<file path="config.mk">
export PLATFORM = sky130hd
export DESIGN_NAME = rsld_div
export DESIGN_NICKNAME = d
export VERILOG_FILES = /design/src/sv/rsld_pkg.sv /design/src/sv/rsld_div.sv
export SDC_FILE = /design/constraint.sdc
export NUM_CORES = 1
export LEC_CHECK = 0
export BUFFER_PORTS_ARGS = -buffer_cell sky130_fd_sc_hd__buf_4
export CAP_MARGIN = 25
export CORE_UTILIZATION = 25
export DETAILED_ROUTE_END_ITERATION = 16
export PLACE_DENSITY = 0.44
export REMOVE_ABC_BUFFERS = 1
export SETUP_SLACK_MARGIN = 0.02
export SLEW_MARGIN = 0
export SYNTH_ARGS = -nofsm -noshare
export SYNTH_HDL_FRONTEND = slang
export SYNTH_SLANG_ARGS = --single-unit
export TNS_END_PERCENT = 5
</file>
<file path="constraint.sdc">
create_clock -name clk -period 3.8 [get_ports clk]
set_input_delay 0.38 -clock clk [delete_from_list [all_inputs] [get_ports clk]]
set_output_delay 0.38 -clock clk [all_outputs]
set_load 0.05 [all_outputs]
</file>
<file path="src/sv/rsld_pkg.sv">
// rsld_pkg: shared constants, types and the cosine table of the ring sensor
// line direction block; no dependencies
`timescale 1ns / 1ps

package rsld_pkg;

    localparam int SENSOR_COUNT  = 32;
    localparam int FRACTION_BITS = 14;
    localparam int ACC_BITS      = 30;
    localparam int LANE_COUNT    = 4;

    localparam int MASK_W  = 32;
    localparam int DIR_W   = 16;
    localparam int COUNT_W = 9;

    localparam int SENSOR_W    = $clog2(SENSOR_COUNT);
    localparam int BLK_COUNT   = SENSOR_COUNT / LANE_COUNT;
    localparam int BLK_W       = (BLK_COUNT > 1) ? $clog2(BLK_COUNT) : 1;
    localparam int SWEEP_W     = SENSOR_W + BLK_W;
    localparam int COS_ENTRIES = 4 * SENSOR_COUNT;
    localparam int COS_IDX_W   = $clog2(COS_ENTRIES);
    localparam int H_W         = SENSOR_W + 3;
    localparam int Q_W         = ACC_BITS + 2;
    localparam int MAG_W       = ACC_BITS + 1;
    localparam int PAIR_MAX    = SENSOR_COUNT * (SENSOR_COUNT - 1) / 2;
    localparam int CNT_W       = $clog2(PAIR_MAX + 1);
    localparam int LCNT_W      = $clog2(LANE_COUNT + 1);
    localparam int ACC_W       = Q_W + CNT_W;
    localparam int DIV_SHIFT   = ACC_BITS - FRACTION_BITS;
    localparam int DIVISOR_W   = CNT_W + DIV_SHIFT;
    localparam int DSTEP_W     = $clog2(ACC_W);
    localparam int DRAIN_W     = 2;
    localparam logic [DRAIN_W-1:0] DRAIN_LAST = DRAIN_W'(2);

    localparam longint unsigned PI_Q30 = 64'd3373259426;
    localparam int TAYLOR_TERMS = 10;

    typedef enum logic [2:0] {
        ST_IDLE,
        ST_SWEEP,
        ST_DRAIN,
        ST_DIVIDE,
        ST_HOLD
    } state_t;

    // per-item context shared by all lanes
    typedef struct packed {
        logic [SENSOR_COUNT-1:0] mask;
        logic                    single_run;
        logic                    lone_mode;
        logic [SENSOR_W-1:0]     lone_idx;
        logic [SENSOR_W-1:0]     a;
        logic                    issue;
    } lane_ctx_t;

    typedef struct packed {
        logic                  valid;
        logic signed [Q_W-1:0] px;
        logic signed [Q_W-1:0] py;
    } lane_out_t;

    typedef logic signed [Q_W-1:0] cos_table_t [COS_ENTRIES];

    // unsigned shift-subtract quotient, elaboration only
    function automatic longint unsigned udiv(longint unsigned num, longint unsigned den);
        longint unsigned q;
        longint unsigned r;
        int              i;
        q = 0;
        r = 0;
        for (i = 63; i >= 0; i--)
        begin
            r = {r[62:0], num[i]};
            if (r >= den)
            begin
                r    = r - den;
                q[i] = 1'b1;
            end
        end
        return q;
    endfunction

    // cos(k*pi/(2N)) in Q30 by integer taylor series, elaboration only
    function automatic longint cos_units(int k);
        longint unsigned quarter;
        longint unsigned half;
        longint unsigned full;
        longint unsigned kk;
        longint unsigned x;
        longint unsigned x2;
        longint unsigned term;
        longint unsigned rnd;
        longint          acc;
        longint          one;
        logic            neg;
        int              n;
        quarter = longint'(SENSOR_COUNT);
        half    = 2 * quarter;
        full    = 4 * quarter;
        rnd     = 64'd1 << (ACC_BITS - 1);
        one     = 64'sd1 << ACC_BITS;
        neg     = 1'b0;
        kk      = longint'(k) - udiv(longint'(k), full) * full;
        if (kk > half)
            kk = full - kk;
        if (kk > quarter) begin
            neg = 1'b1;
            kk  = half - kk;
        end
        if (kk == quarter)
            return 0;
        x    = udiv(kk * PI_Q30 + quarter, half);
        x2   = (x * x + rnd) >> ACC_BITS;
        term = 64'd1 << ACC_BITS;
        acc  = one;
        for (n = 1; n <= TAYLOR_TERMS; n++) begin
            term = udiv((term * x2 + rnd) >> ACC_BITS, longint'((2 * n - 1) * (2 * n)));
            if (n % 2 == 1)
                acc = acc - longint'(term);
            else
                acc = acc + longint'(term);
        end
        if (acc < 0)
            acc = 0;
        if (acc > one)
            acc = one;
        return neg ? -acc : acc;
    endfunction

    function automatic cos_table_t build_cos_table();
        cos_table_t t;
        int         i;
        for (i = 0; i < COS_ENTRIES; i++)
            t[i] = Q_W'(cos_units(i));
        return t;
    endfunction

    localparam cos_table_t COS_TABLE = build_cos_table();

endpackage

</file>
<file path="src/sv/rsld_div.sv">
// rsld_div: bit-serial signed divide of a vector sum by the shifted pair count
// depends on rsld_pkg
`timescale 1ns / 1ps

module rsld_div (
    input  logic                              clk,
    input  logic                              rst_n,
    input  logic                              start,
    input  logic signed [rsld_pkg::ACC_W-1:0] dividend,
    input  logic [rsld_pkg::CNT_W-1:0]        count,
    output logic                              done,
    output logic [rsld_pkg::DIR_W-1:0]        quotient
);

    logic                              busy_reg, busy_next;
    logic                              done_reg, done_next;
    logic [rsld_pkg::DSTEP_W-1:0]      step_reg, step_next;
    logic                              neg_reg, neg_next;
    logic [rsld_pkg::ACC_W-1:0]        mag_reg, mag_next;
    logic [rsld_pkg::ACC_W-1:0]        q_reg, q_next;
    logic [rsld_pkg::DIVISOR_W-1:0]    rem_reg, rem_next;
    logic [rsld_pkg::DIVISOR_W-1:0]    dsr_reg, dsr_next;
    logic [rsld_pkg::DIVISOR_W:0]      rem_sh;
    logic [rsld_pkg::ACC_W-1:0]        q_signed;

    always_comb
    begin
        busy_next = busy_reg;
        done_next = 1'b0;
        step_next = step_reg;
        neg_next  = neg_reg;
        mag_next  = mag_reg;
        q_next    = q_reg;
        rem_next  = rem_reg;
        dsr_next  = dsr_reg;
        rem_sh    = {rem_reg, mag_reg[rsld_pkg::ACC_W-1]};
        if (start) begin
            busy_next = 1'b1;
            step_next = rsld_pkg::DSTEP_W'(rsld_pkg::ACC_W - 1);
            neg_next  = dividend[rsld_pkg::ACC_W-1];
            mag_next  = dividend[rsld_pkg::ACC_W-1] ? rsld_pkg::ACC_W'(-dividend)
                                                    : rsld_pkg::ACC_W'(dividend);
            q_next    = '0;
            rem_next  = '0;
            dsr_next  = {count, {rsld_pkg::DIV_SHIFT{1'b0}}};
        end else if (busy_reg) begin
            mag_next = {mag_reg[rsld_pkg::ACC_W-2:0], 1'b0};
            if (rem_sh >= {1'b0, dsr_reg}) begin
                rem_next = rsld_pkg::DIVISOR_W'(rem_sh - {1'b0, dsr_reg});
                q_next   = {q_reg[rsld_pkg::ACC_W-2:0], 1'b1};
            end else begin
                rem_next = rem_sh[rsld_pkg::DIVISOR_W-1:0];
                q_next   = {q_reg[rsld_pkg::ACC_W-2:0], 1'b0};
            end
            if (step_reg == '0) begin
                busy_next = 1'b0;
                done_next = 1'b1;
            end else begin
                step_next = step_reg - rsld_pkg::DSTEP_W'(1);
            end
        end
    end

    always_ff @(posedge clk or negedge rst_n)
    begin
        if (!rst_n) begin
            busy_reg <= 1'b0;
            done_reg <= 1'b0;
            step_reg <= '0;
        end else begin
            busy_reg <= busy_next;
            done_reg <= done_next;
            step_reg <= step_next;
        end
    end

    always_ff @(posedge clk)
    begin
        neg_reg <= neg_next;
        mag_reg <= mag_next;
        q_reg   <= q_next;
        rem_reg <= rem_next;
        dsr_reg <= dsr_next;
    end

    assign q_signed = neg_reg ? -q_reg : q_reg;
    assign quotient = q_signed[rsld_pkg::DIR_W-1:0];
    assign done     = done_reg;

endmodule
</file>
==> metrics.yaml <==
outcome:
  status: "finished clean"
place:
  dp_slack_ns: 0.572
  port_buffers: 69
  hpwl_mm: 8.52
  routabilityCongestion: 0.784
  dpl_cell_area_um2: 6210
final_layout:
  nFillCells: 2192
  drive_gt1_share_pct: 16.2
  final_net_count: 681
  final_util_pct: 30.8
  antenna_cells: 0
  finalInstanceArea_um2: 6510
  multiInputGateArea_um2: 2680
  seqCellArea_um2: 2550
  synthToLayoutAreaGrowth_pct: 20.0
  largest_register_ffs: 41
timing:
  drv_slew: 0
  worstMarginPinSlew_ns: 0.744
  fmax_ghz: 0.310
  period_needed_ns: 3.23
  rsz0062_at_grt: "false"
  finClkSkew_ns: 0.00914
  whs_ns: 0.204
  layout_setup_ws_ns: 0.571
  post-route-period-util_pct: 85.0
  hold_violations: 0
  fin_tns_setup_ns: 0
  relSlewSlack_pct: 49.8
  setup_viol: 0
logic_synthesis:
  synth_seq_cells: 100
  synth_xor_area_share_pct: 9.52
  synth_area_um2: 5430
  synth_edf_count: 51
  synth_area_leaders: "edfxtp_1 (28%), dfxtp_1 (15%), xor2_1 (6.8%)"
  synthesis.instances: 556
  synth_top_area_share_pct: 28.2
  synthFlopType: "edfxtp_1"
  ys_warn_count: 0
  synthAdderAreaFrac_pct: 3.37
  synth-simple-area-share_pct: 15.6
  synth_most_common_cell: "nor2_1"
  yosysUniqueCellTypes: 51
  synth_compound_area_share_pct: 14.3
  synth_area_per_cell_um2: 9.76
  yosys.area.top_type: "edfxtp_1"
  synth_top_family_by_area: "simple AND/OR/NAND/NOR gates"
  synth-seq-area-share_pct: 47.0
  synth_mux_area_share_pct: 6.64
  synth_common_cells: "nor2_1 (91), edfxtp_1 (51), a21oi_1 (46), xor2_1 (42), dfxtp_1 (41)"
  synthArstFlopShare_pct: 8.00
die:
  coreArea_um2: 21200
  fp.dieArea_um2: 22300
  die_y_um: 149
  io-pin-count: 70
  die_w_um: 149
  start_util_pct: 25.7
  row_count: 53
worst_setup_path:
  endpoint_kind: "register"
  critical_path_class: "reg -> reg"
  crit_required_ns: 4.00
  cp.arrival_ns: 3.43
  path_max_fanout: 9
  startpoint_type: "register"
grt:
  antenna_found_initial: 0
  grt_max_degree: 58
  use_met3_pct: 2.11
  grt_pass1_wl_mm: 20.2
  grtUsageMet2_pct: 17.8
  grt_use_total_pct: 11.5
  overflow: 0
  grt_pass1_vias: 4060
  use_met1_pct: 15.4
  busiest_layer: "met2"
clocking:
  cts.sink_count: 100
  clk_pin_slew_ns: 0.07
  cts_tree: "done"
  clk_latency_ns: 0.35
  holdBufCountCts: 1
  cts-root-buf: "clkbuf_16"
  cts_max_level: 3
  cts_max_path_buffers: 2
  ctsResizeCount: 0
  cts_made_buffers: 9
  cts_setup_buffers: 0
drt:
  drc: 0
  vias_per_cell: 4.67
  dr_total_vias: 4174
  wirelength_mm: 12.1
  ant_nets: 0
  drtPass1Iterations: 4
  first_iter_violations: 248
  wl_per_cell_um: 13.5
power_and_ir_drop:
  p_sw_share_pct: 34.5
  power_density_nw_per_um2: 529
  power_frac_comb_pct: 34.4
  irDropWorstVdd_mv: 0.225
  p_sw_w: 0.00119
  power.leakage_nw: 2.80
  seq_power_share_pct: 39.4
  clkPwrFrac_pct: 26.2
  p_int_w: 0.00226
run:
  drv_cap: 0
worst_hold_path:
  hold_class: "in -> reg"
area by class of cell:
cell class / instances / share of cell area [%]
Inverter: 21 / 1.21
Clock buffer: 15 / 4.42
Timing Repair Buffer: 75 / 8.68
Sequential cell: 100 / 39.2
Tap cell: 275 / 5.28
Clock inverter: 1 / 0.0576
Multi-Input combinational cell: 407 / 41.1
placed cells by master, fill, tap and decap left out, types with 2 or more instances in the layout:
cell type / count
nor2_1: 91
buf_4: 74
edfxtp_1: 51
a21oi_1: 46
xor2_1: 42
dfxtp_1: 41
mux2i_1: 36
o21ai_0: 26
nand2_1: 24
inv_1: 19
o31ai_1: 17
xnor2_1: 17
ha_1: 13
or3_1: 9
clkbuf_16: 9
nor4_1: 8
nand3_1: 8
dfrtp_1: 7
nor3_1: 6
o41ai_1: 6
a211oi_1: 6
or4_1: 5
or2_2: 4
o41ai_2: 4
and3_1: 4
clkbuf_8: 4
nand4_1: 3
nand2b_1: 3
and2_1: 3
clkinv_1: 3
or4_4: 2
o31a_1: 2
nor2b_1: 2
and4_1: 2
a21o_1: 2
o21a_1: 2
nor3b_1: 2
clkbuf_1: 2
layer usage:
metal  part of all wire, %  routed length, um  up-vias
li1                      -                  -     2111
met1                    50               5990     1981
met2                    45               5460       69
met3                   3.3                400       13
met4                   1.7                205        0
met5                     0                  0        -
cells by family after synthesis:
family	count (synthesis)
xor gates and xnor gates	59
AOI/OAI and AO/OA	119
DFF	100
muxes	36
buffers and inverters	49
and+or+nand+nor	179
adders and majority gates	14
power groups by stage:
| stage | clock [W] | sequential (W) | combinational (W) |
|---|---|---|---|
| final | 0.000903 | 0.00136 | 0.00118 |
| after global routing | 0.000996 | 0.00138 | 0.00130 |
| after CTS | 0.000941 | 0.00136 | 0.00120 |
| after detailed placement | 0 | 0.00138 | 0.00119 |
| after global placement | 0 | 0.00138 | 0.00118 |
| after floorplan | 0 | 0.00137 | 0.000835 |
worst paths after layout:
| path | end | cells after the start | from | slack [ns] |
|---|---|---|---|---|
| worst max-delay path | rem_reg[17] | 11 | rem_reg[15] | 0.57 |
| worst min-delay path | dsr_reg[21] | 1 | count[5] | 0.20 |
| worst max register to register | rem_reg[17] | 11 | rem_reg[15] | 0.57 |
| worst min register to register | rem_reg[21] | 2 | rem_reg[21] | 0.51 |
| max in group asynchronous | busy_reg | 2 | rst_n | 3.27 |
| min in group asynchronous | step_reg[5] | 2 | rst_n | 0.38 |
critical path, stage by stage (launching register included):
cell	delay, ns
dfxtp_1	0.32
inv_1	0.06
ha_1	0.16
inv_1	0.05
fa_1	0.40
a21o_1	0.21
a2111oi_2	0.45
o21ai_0	0.20
a41oi_1	0.67
buf_4	0.28
mux2i_1	0.18
a211oi_1	0.08
stage by stage:
step	cells	total power (W)
3_5_place_dp	877	0.00257
6_report	894	0.00344
2_1_floorplan	528	0.00221
4_1_cts	894	0.00350
3_3_place_gp	877	0.00256
5_1_grt	894	0.00367
(Power assumes the default switching activity.)
