`src/sv/rsld_pkg.sv`:
```
// rsld_pkg: shared constants, types and the cosine table of the ring sensor
// line direction block; no dependencies
`timescale 1ns / 1ps

package rsld_pkg;

    localparam int SENSOR_COUNT  = 32;
    localparam int FRACTION_BITS = 14;
    localparam int ACC_BITS      = 30;
    localparam int LANE_COUNT    = 4;

    localparam int MASK_W  = 32;
    localparam int DIR_W   = 16;
    localparam int COUNT_W = 9;

    localparam int SENSOR_W    = $clog2(SENSOR_COUNT);
    localparam int BLK_COUNT   = SENSOR_COUNT / LANE_COUNT;
    localparam int BLK_W       = (BLK_COUNT > 1) ? $clog2(BLK_COUNT) : 1;
    localparam int SWEEP_W     = SENSOR_W + BLK_W;
    localparam int COS_ENTRIES = 4 * SENSOR_COUNT;
    localparam int COS_IDX_W   = $clog2(COS_ENTRIES);
    localparam int H_W         = SENSOR_W + 3;
    localparam int Q_W         = ACC_BITS + 2;
    localparam int MAG_W       = ACC_BITS + 1;
    localparam int PAIR_MAX    = SENSOR_COUNT * (SENSOR_COUNT - 1) / 2;
    localparam int CNT_W       = $clog2(PAIR_MAX + 1);
    localparam int LCNT_W      = $clog2(LANE_COUNT + 1);
    localparam int ACC_W       = Q_W + CNT_W;
    localparam int DIV_SHIFT   = ACC_BITS - FRACTION_BITS;
    localparam int DIVISOR_W   = CNT_W + DIV_SHIFT;
    localparam int DSTEP_W     = $clog2(ACC_W);
    localparam int DRAIN_W     = 2;
    localparam logic [DRAIN_W-1:0] DRAIN_LAST = DRAIN_W'(2);

    localparam longint unsigned PI_Q30 = 64'd3373259426;
    localparam int TAYLOR_TERMS = 10;

    typedef enum logic [2:0] {
        ST_IDLE,
        ST_SWEEP,
        ST_DRAIN,
        ST_DIVIDE,
        ST_HOLD
    } state_t;

    // per-item context shared by all lanes
    typedef struct packed {
        logic [SENSOR_COUNT-1:0] mask;
        logic                    single_run;
        logic                    lone_mode;
        logic [SENSOR_W-1:0]     lone_idx;
        logic [SENSOR_W-1:0]     a;
        logic                    issue;
    } lane_ctx_t;

    typedef struct packed {
        logic                  valid;
        logic signed [Q_W-1:0] px;
        logic signed [Q_W-1:0] py;
    } lane_out_t;

    typedef logic signed [Q_W-1:0] cos_table_t [COS_ENTRIES];

    // unsigned shift-subtract quotient, elaboration only
    function automatic longint unsigned udiv(longint unsigned num, longint unsigned den);
        longint unsigned q;
        longint unsigned r;
        int              i;
        q = 0;
        r = 0;
        for (i = 63; i >= 0; i--)
        begin
            r = {r[62:0], num[i]};
            if (r >= den)
            begin
                r    = r - den;
                q[i] = 1'b1;
            end
        end
        return q;
    endfunction

    // cos(k*pi/(2N)) in Q30 by integer taylor series, elaboration only
    function automatic longint cos_units(int k);
        longint unsigned quarter;
        longint unsigned half;
        longint unsigned full;
        longint unsigned kk;
        longint unsigned x;
        longint unsigned x2;
        longint unsigned term;
        longint unsigned rnd;
        longint          acc;
        longint          one;
        logic            neg;
        int              n;
        quarter = longint'(SENSOR_COUNT);
        half    = 2 * quarter;
        full    = 4 * quarter;
        rnd     = 64'd1 << (ACC_BITS - 1);
        one     = 64'sd1 << ACC_BITS;
        neg     = 1'b0;
        kk      = longint'(k) - udiv(longint'(k), full) * full;
        if (kk > half)
            kk = full - kk;
        if (kk > quarter) begin
            neg = 1'b1;
            kk  = half - kk;
        end
        if (kk == quarter)
            return 0;
        x    = udiv(kk * PI_Q30 + quarter, half);
        x2   = (x * x + rnd) >> ACC_BITS;
        term = 64'd1 << ACC_BITS;
        acc  = one;
        for (n = 1; n <= TAYLOR_TERMS; n++) begin
            term = udiv((term * x2 + rnd) >> ACC_BITS, longint'((2 * n - 1) * (2 * n)));
            if (n % 2 == 1)
                acc = acc - longint'(term);
            else
                acc = acc + longint'(term);
        end
        if (acc < 0)
            acc = 0;
        if (acc > one)
            acc = one;
        return neg ? -acc : acc;
    endfunction

    function automatic cos_table_t build_cos_table();
        cos_table_t t;
        int         i;
        for (i = 0; i < COS_ENTRIES; i++)
            t[i] = Q_W'(cos_units(i));
        return t;
    endfunction

    localparam cos_table_t COS_TABLE = build_cos_table();

endpackage

```
`src/sv/rsld_merge.sv`:
```
// rsld_merge: sums lane vectors and pair counts for one item
// depends on rsld_pkg
`timescale 1ns / 1ps

module rsld_merge (
    input  logic                               clk,
    input  logic                               rst_n,
    input  logic                               clear,
    input  rsld_pkg::lane_out_t                lane_res [rsld_pkg::LANE_COUNT],
    output logic signed [rsld_pkg::ACC_W-1:0]  sum_x,
    output logic signed [rsld_pkg::ACC_W-1:0]  sum_y,
    output logic [rsld_pkg::CNT_W-1:0]         count
);

    logic signed [rsld_pkg::ACC_W-1:0] sx_reg, sx_next;
    logic signed [rsld_pkg::ACC_W-1:0] sy_reg, sy_next;
    logic [rsld_pkg::CNT_W-1:0]        cnt_reg, cnt_next;
    logic [rsld_pkg::LCNT_W-1:0]       hits;

    always_comb
    begin
        sx_next = sx_reg;
        sy_next = sy_reg;
        hits    = '0;
        for (int l = 0; l < rsld_pkg::LANE_COUNT; l++) begin
            if (lane_res[l].valid) begin
                sx_next = sx_next + rsld_pkg::ACC_W'(lane_res[l].px);
                sy_next = sy_next + rsld_pkg::ACC_W'(lane_res[l].py);
                hits    = hits + rsld_pkg::LCNT_W'(1);
            end
        end
        cnt_next = cnt_reg + rsld_pkg::CNT_W'(hits);
        if (clear) begin
            sx_next  = '0;
            sy_next  = '0;
            cnt_next = '0;
        end
    end

    always_ff @(posedge clk or negedge rst_n)
    begin
        if (!rst_n)
            cnt_reg <= '0;
        else
            cnt_reg <= cnt_next;
    end

    always_ff @(posedge clk)
    begin
        sx_reg <= sx_next;
        sy_reg <= sy_next;
    end

    assign sum_x = sx_reg;
    assign sum_y = sy_reg;
    assign count = cnt_reg;

endmodule

```
`config.mk`:
```
export PLATFORM = sky130hd
export DESIGN_NAME = rsld_merge
export DESIGN_NICKNAME = d
export VERILOG_FILES = /design/src/sv/rsld_pkg.sv /design/src/sv/rsld_merge.sv
export SDC_FILE = /design/constraint.sdc
export NUM_CORES = 1
export LEC_CHECK = 0
export BUFFER_PORTS_ARGS = -buffer_cell sky130_fd_sc_hd__buf_2
export CELL_PAD_IN_SITES_DETAIL_PLACEMENT = 2
export CELL_PAD_IN_SITES_GLOBAL_PLACEMENT = 2
export CORE_AREA = 2 2 253 255
export CTS_BUF_LIST = sky130_fd_sc_hd__clkbuf_16
export CTS_CLUSTER_DIAMETER = 120
export DETAILED_ROUTE_END_ITERATION = 16
export DIE_AREA = 0 0 255 257
export HOLD_SLACK_MARGIN = 0.06
export MAX_ROUTING_LAYER = met4
export PLACE_DENSITY = 0.95
export SLEW_MARGIN = 20
export SYNTH_ARGS = -nofsm -noshare
export SYNTH_HDL_FRONTEND = slang
export SYNTH_SLANG_ARGS = --single-unit
```
`constraint.sdc`:
```
create_clock -name clk -period 24.8 [get_ports clk]
set_input_delay 2.48 -clock clk [delete_from_list [all_inputs] [get_ports clk]]
set_output_delay 2.48 -clock clk [all_outputs]
set_load 0.01 [all_outputs]
```
==> impl_metrics.toml, run 1 <==
[outcome]
status = "finished, final reports clean"

[global_route]
grt_max_degree = 66
grt_pass1_wl_um = 173900
grtUsageMet1_pct = 40.02
grt_util_met3_pct = 2.832
grt_overflow_total = 0
grt_pass1_vias = 29533
grt.met2_usage_pct = 59.09
antenna_found_initial = 24
top_usage_layer = "met2"
gr-usage-all-layers_pct = 34.85

[synth]
synth_common_cells = "338 x ha_1, 319 x a21oi_1, 277 x nor2_1"
yosys.area.top_type = "ha_1"
synth_warnings = 0
synth_edf_count = 0
syn-num-nets = 3709
syn_area_per_cell_um2 = 7.418
postSynthCellCount = 3099
synth_top_area_share_pct = 18.40
syn_area_um2 = 22990
yosys-top-cells-area = "ha_1 18%, dfxtp_1 7.1%, a21o_1 7.0%"
synth_seq_area_share_pct = 8.120
synth-async-reset-ratio_pct = 9.890
yosysMostFrequentCell = "ha_1"
synth_ff_type = "dfxtp_1"
ys_types = 92
ys_seq_elements = 91

[drt]
drcViolationCount = 0
wirelength_um = 115000
drt_iter0_markers = 1523
ant_nets = 0
avgViaCountPerCell = 6.344
wire_per_inst_um = 27.15
drt_pass1_iterations = 6
via_count = 26887

[critical_path]
crit_path_end_kind = "register"
reg2reg_from = "sum_x[0]"
crit_path_max_fanout = 7
critPathMaxStageDelay_ns = 0.71
path_class = "in -> reg"
reg2reg_to = "sum_x[39]"
crit_slowest_cell = "a2111oi_0"
required_ns = 25.10
reg2reg_depth = 43
startpoint_type = "input pin"
critPathArrivalTime_ns = 12.44
rrSetupSlack_ns = 14.38

[sta]
tns_ns = 0
rsz0062_at_grt = "false"
fin_crit_ns = 12.14
maxSlewViolCount = 0
maxSlewHeadroom_pct = 23.98
setup_viol = 0
fin_worst_skew_ns = 0.008720
timing.hold.ws_ns = 0.5707
hold_violations = 0
fin_crit_sh_pct = 48.96
setup_ws_ns = 12.66
max_freq_mhz = 82.36
worst_pin_slew_ns = 1.139

[clock_tree]
cts_num_sinks = 91
post-cts-setup-buffers = 0
cts.clk_slew.worst_paths_ns = 0.08
clockBufferDepth = 2
root_buffer = "clkbuf_16"
cts_resized = 0
tritoncts = "yes"
cts-buffers-inserted = 9
htree_levels = 3
clock_latency_ns = 0.41
ctsHoldBuffers = 0

[floorplan]
die_h_um = 257
fp.dieW_um = 255
die-area_um2 = 65540
core_area_um2 = 62740
start_util_pct = 36.65
ios = 354
rows = 92

[worst_hold_path]
hold_start = "count[8]"
hold_path_end = "count[8]"
hold_class = "reg -> reg"
whs_path_depth = 2

[placement]
numPortBuffers = 353
place.gp.congestion = 0.9869
post-place-ws_ns = 12.43
dp_hpwl_um = 95540

[layout]
area_delta_synth_final_pct = 12.38
fill_cells = 7379
fin_nets = 3973
drive_above_1_share_pct = 16.09

[run]
max_cap_viol_count = 0
-- sequential cells by signal, indices dropped and copies added (netlist names) --
| signal | cells |
|---|---|
| count | 9 |
| sum_x | 41 |
| sum_y | 41 |
-- cells in the final DEF, fill, tap and decap left out, drive strengths merged, types with 42 or more instances in the layout --
| master | n |
|---|---|
| a211oi | 75 |
| a21o | 215 |
| a21oi | 320 |
| buf | 367 |
| dfxtp | 82 |
| ha | 338 |
| inv | 107 |
| mux2 | 122 |
| nand2 | 248 |
| nand3 | 72 |
| nor2 | 277 |
| o21a | 49 |
| o21ai | 180 |
| o21bai | 42 |
| xnor2 | 176 |
| xor2 | 110 |
-- through the flow --
step	std cells	cell area (um^2)	util, %
after floorplan	3099	22990	-
after global placement	4198	25500	40.65
after detailed placement	4198	25500	40.65
after CTS	4214	25770	41.08
after global routing	4238	25830	41.18
final	4238	25830	41.18
-- critical path, delay by kind of cell --
kind	cells	cell delay, ns
buf+inv	3	0.24
compound gates	21	5.52
xor+xnor	3	0.42
mux	1	0.29
simple gates	11	2.01
fa+ha+maj	5	1.48
-- cells by family after synthesis --
logic type	synth area share, %
flops	8.120
xor+xnor	11.20
buf+inv	3.630
fa+ha+maj	19.18
compound gates	33.48
simple gates	17.23
mux	7.168
-- worst max-delay path by stage --
stage                           end  slack (ns)  cells after the start     startpoint
after floorplan           sum_x[40]       14.46                     41  lane_res[227]
after global placement    sum_x[40]       12.91                     41  lane_res[228]
after detailed placement  sum_x[40]       12.43                     42  lane_res[227]
after CTS                 sum_x[40]       12.82                     42  lane_res[227]
after global routing      sum_x[39]       11.92                     44  lane_res[227]
final                     sum_x[39]       12.66                     44  lane_res[227]
-- layout make-up --
class                   instances  area [um^2]  area share, %
diodes                         24        60.06         0.2325
clock buffers                   9        225.2         0.8718
clock inverters                 7        43.79         0.1695
inverters                     107        401.6          1.555
multi-input cells            2787        20290          78.55
flip-flops and latches         91         1867          7.226
well taps                     846         1059          4.097
repair buffers                367         1884          7.294
-- layer usage --
metal	share of wire (%)	vias up
met5	0	-
met4	6.1	0
met3	4.4	341
met2	49	997
met1	41	13477
li1	-	12072
Power of run 1 is left out: the tool's default activity adds up to more than one toggle a clock period on the data nets, which glitch-free logic cannot reach.
==> run 2, diff against run 1 <==
- ABC_AREA: default -> 1
- CORE_AREA: 2 2 253 255 -> 2 2 323 325
- DIE_AREA: 0 0 255 257 -> 0 0 325 327
- PLACE_DENSITY: 0.95 -> 0.89
- clock period: 24.8 -> 10.63 ns (I/O delays scaled with it)
==> impl_metrics.toml, run 2 <==
[drt]
wire_per_inst_um = 24.68
drcViolationCount = 0
drt_pass1_iterations = 5
drt_iter0_markers = 2469
wirelength_um = 169100
ant_nets = 0
via_count = 37656
avgViaCountPerCell = 5.494

[global_route]
antenna_found_initial = 8
grt_pass1_wl_um = 249900
grt_pass1_vias = 40207
grt_util_met3_pct = 2.368
gr-usage-all-layers_pct = 31.68
top_usage_layer = "met2"
grt.met2_usage_pct = 49.43
grtUsageMet1_pct = 42.27
grt_overflow_total = 0
grt_max_degree = 67

[clock_tree]
cts-buffers-inserted = 9
cts.clk_slew.worst_paths_ns = 0.10
cts_num_sinks = 91
ctsHoldBuffers = 0
tritoncts = "yes"
post-cts-setup-buffers = 0
clockBufferDepth = 2
root_buffer = "clkbuf_16"
clock_latency_ns = 0.44
cts_resized = 0
htree_levels = 3

[placement]
numPortBuffers = 353
dp_hpwl_um = 149900
place.gp.congestion = 1.019

[floorplan]
die_h_um = 327
core_area_um2 = 102900
rows = 118
start_util_pct = 27.80
die-area_um2 = 106300
ios = 354
fp.dieW_um = 325

[critical_path]
critPathMaxStageDelay_ns = 0.44
crit_path_max_fanout = 6
crit_slowest_cell = "nor4_1"
critPathArrivalTime_ns = 9.31
cpMostUsedCell = "nand2_1"
path_class = "in -> reg"
crit_path_end_kind = "register"
required_ns = 11.01
startpoint_type = "input pin"

[synth]
synth_top_area_share_pct = 19.23
synth_warnings = 0
synth_ff_type = "dfxtp_1"
synth_edf_count = 0
ys_seq_elements = 91
postSynthCellCount = 5168
yosys.area.top_type = "nand2_1"
synth_seq_area_share_pct = 6.525
yosysMostFrequentCell = "nand2_1"
synth_common_cells = "1466 x nand2_1, 654 x inv_1, 534 x nor2_1"
synth-async-reset-ratio_pct = 9.890
ys_types = 61
yosys-top-cells-area = "nand2_1 19%, ha_1 15%, inv_1 8.6%"
syn-num-nets = 5778
syn_area_um2 = 28610
syn_area_per_cell_um2 = 5.536

[power_and_ir_drop]
powerDensity_nw_per_um2 = 397.6
vdd_ir_drop_max_mv = 0.1142
leakage_nw = 16.89
power_mw = 12.77

[layout]
mostFrequentLayoutCells = "1466 x nand2_1, 653 x inv_1, 534 x nor2_1"
final_common_cell = "nand2_1"
fin_nets = 6073
area_delta_synth_final_pct = 12.26
drive_above_1_share_pct = 10.83

[sta]
tns_ns = 0
max_freq_mhz = 112.0
setup_viol = 0
timing.hold.ws_ns = 0.4541
fin_crit_ns = 8.930
maxSlewViolCount = 0
rsz0062_at_grt = "false"
fin_crit_sh_pct = 84.00
maxSlewHeadroom_pct = 17.56
worst_pin_slew_ns = 1.224
hold_violations = 0
fin_worst_skew_ns = 0.03131

[outcome]
status = "finished, final reports clean"

[worst_hold_path]
hold_class = "in -> async"

[run]
max_cap_viol_count = 0
-- run 2: cell type report --
class | instances | area, um^2
clock buffer | 9 | 225.2
multi-input combinational | 4316 | 23820
sequential | 91 | 1867
fill | 13407 | 70790
antenna | 7 | 17.52
inverter | 680 | 2560
clock inverter | 6 | 42.54
timing repair buffer | 365 | 1857
tap | 1380 | 1727
-- run 2: kinds of logic after synthesis --
| group | after synthesis | share of synthesized area [%] |
|---|---|---|
| adders and majority gates | 347 | 15.41 |
| xor gates and xnor gates | 181 | 5.541 |
| buffers and inverters | 761 | 10.21 |
| AOI/OAI and AO/OA | 1006 | 20.42 |
| and+or+nand+nor | 2782 | 41.90 |
| DFF | 91 | 6.525 |
-- run 2: critical path: cells and delay by family --
family,cells,cell delay [ns]
buf+inv,8,0.68
simple gates,29,4.51
fa+ha+maj,5,2.05
compound gates,5,0.82
xor+xnor,1,0.17
-- run 2: power by group --
group          switching (mW)  internal [mW]  total, mW
clock network           0.199          0.158      0.358
registers               0.357          0.481      0.838
logic                    8.02           3.55       11.6
total                    8.58           4.19       12.8
-- run 2: worst paths after layout --
kind,start,end,slack (ns),depth (start not counted)
setup / recovery,lane_res[227],sum_x[39],1.70,48
hold / removal,rst_n,count[8],0.45,1
setup reg to reg,sum_x[0],sum_x[39],1.99,47
hold reg to reg,count[3],count[3],0.58,2
max in group asynchronous,rst_n,count[4],9.97,1
min in group clk,count[3],count[3],0.58,2
-- run 2: metrics by stage --
step	setup WS [ns]	instance area [um^2]	utilization (%)	std cells
after CTS	1.692	32100	31.19	6847
after global placement	1.456	31830	30.93	6832
after detailed placement	1.281	31830	30.93	6832
after floorplan	3.908	28610	-	5168
after global routing	0.6959	32110	31.21	6852
final	1.700	32120	31.21	6854
-- run 2: layer usage --
layer	part of all wire, %	vias to the layer above
li1	-	17604
met1	47	18768
met2	44	1026
met3	4.8	258
met5	0	-
met4	4.3	0
Note: power is estimated with default switching activity, not from simulation.
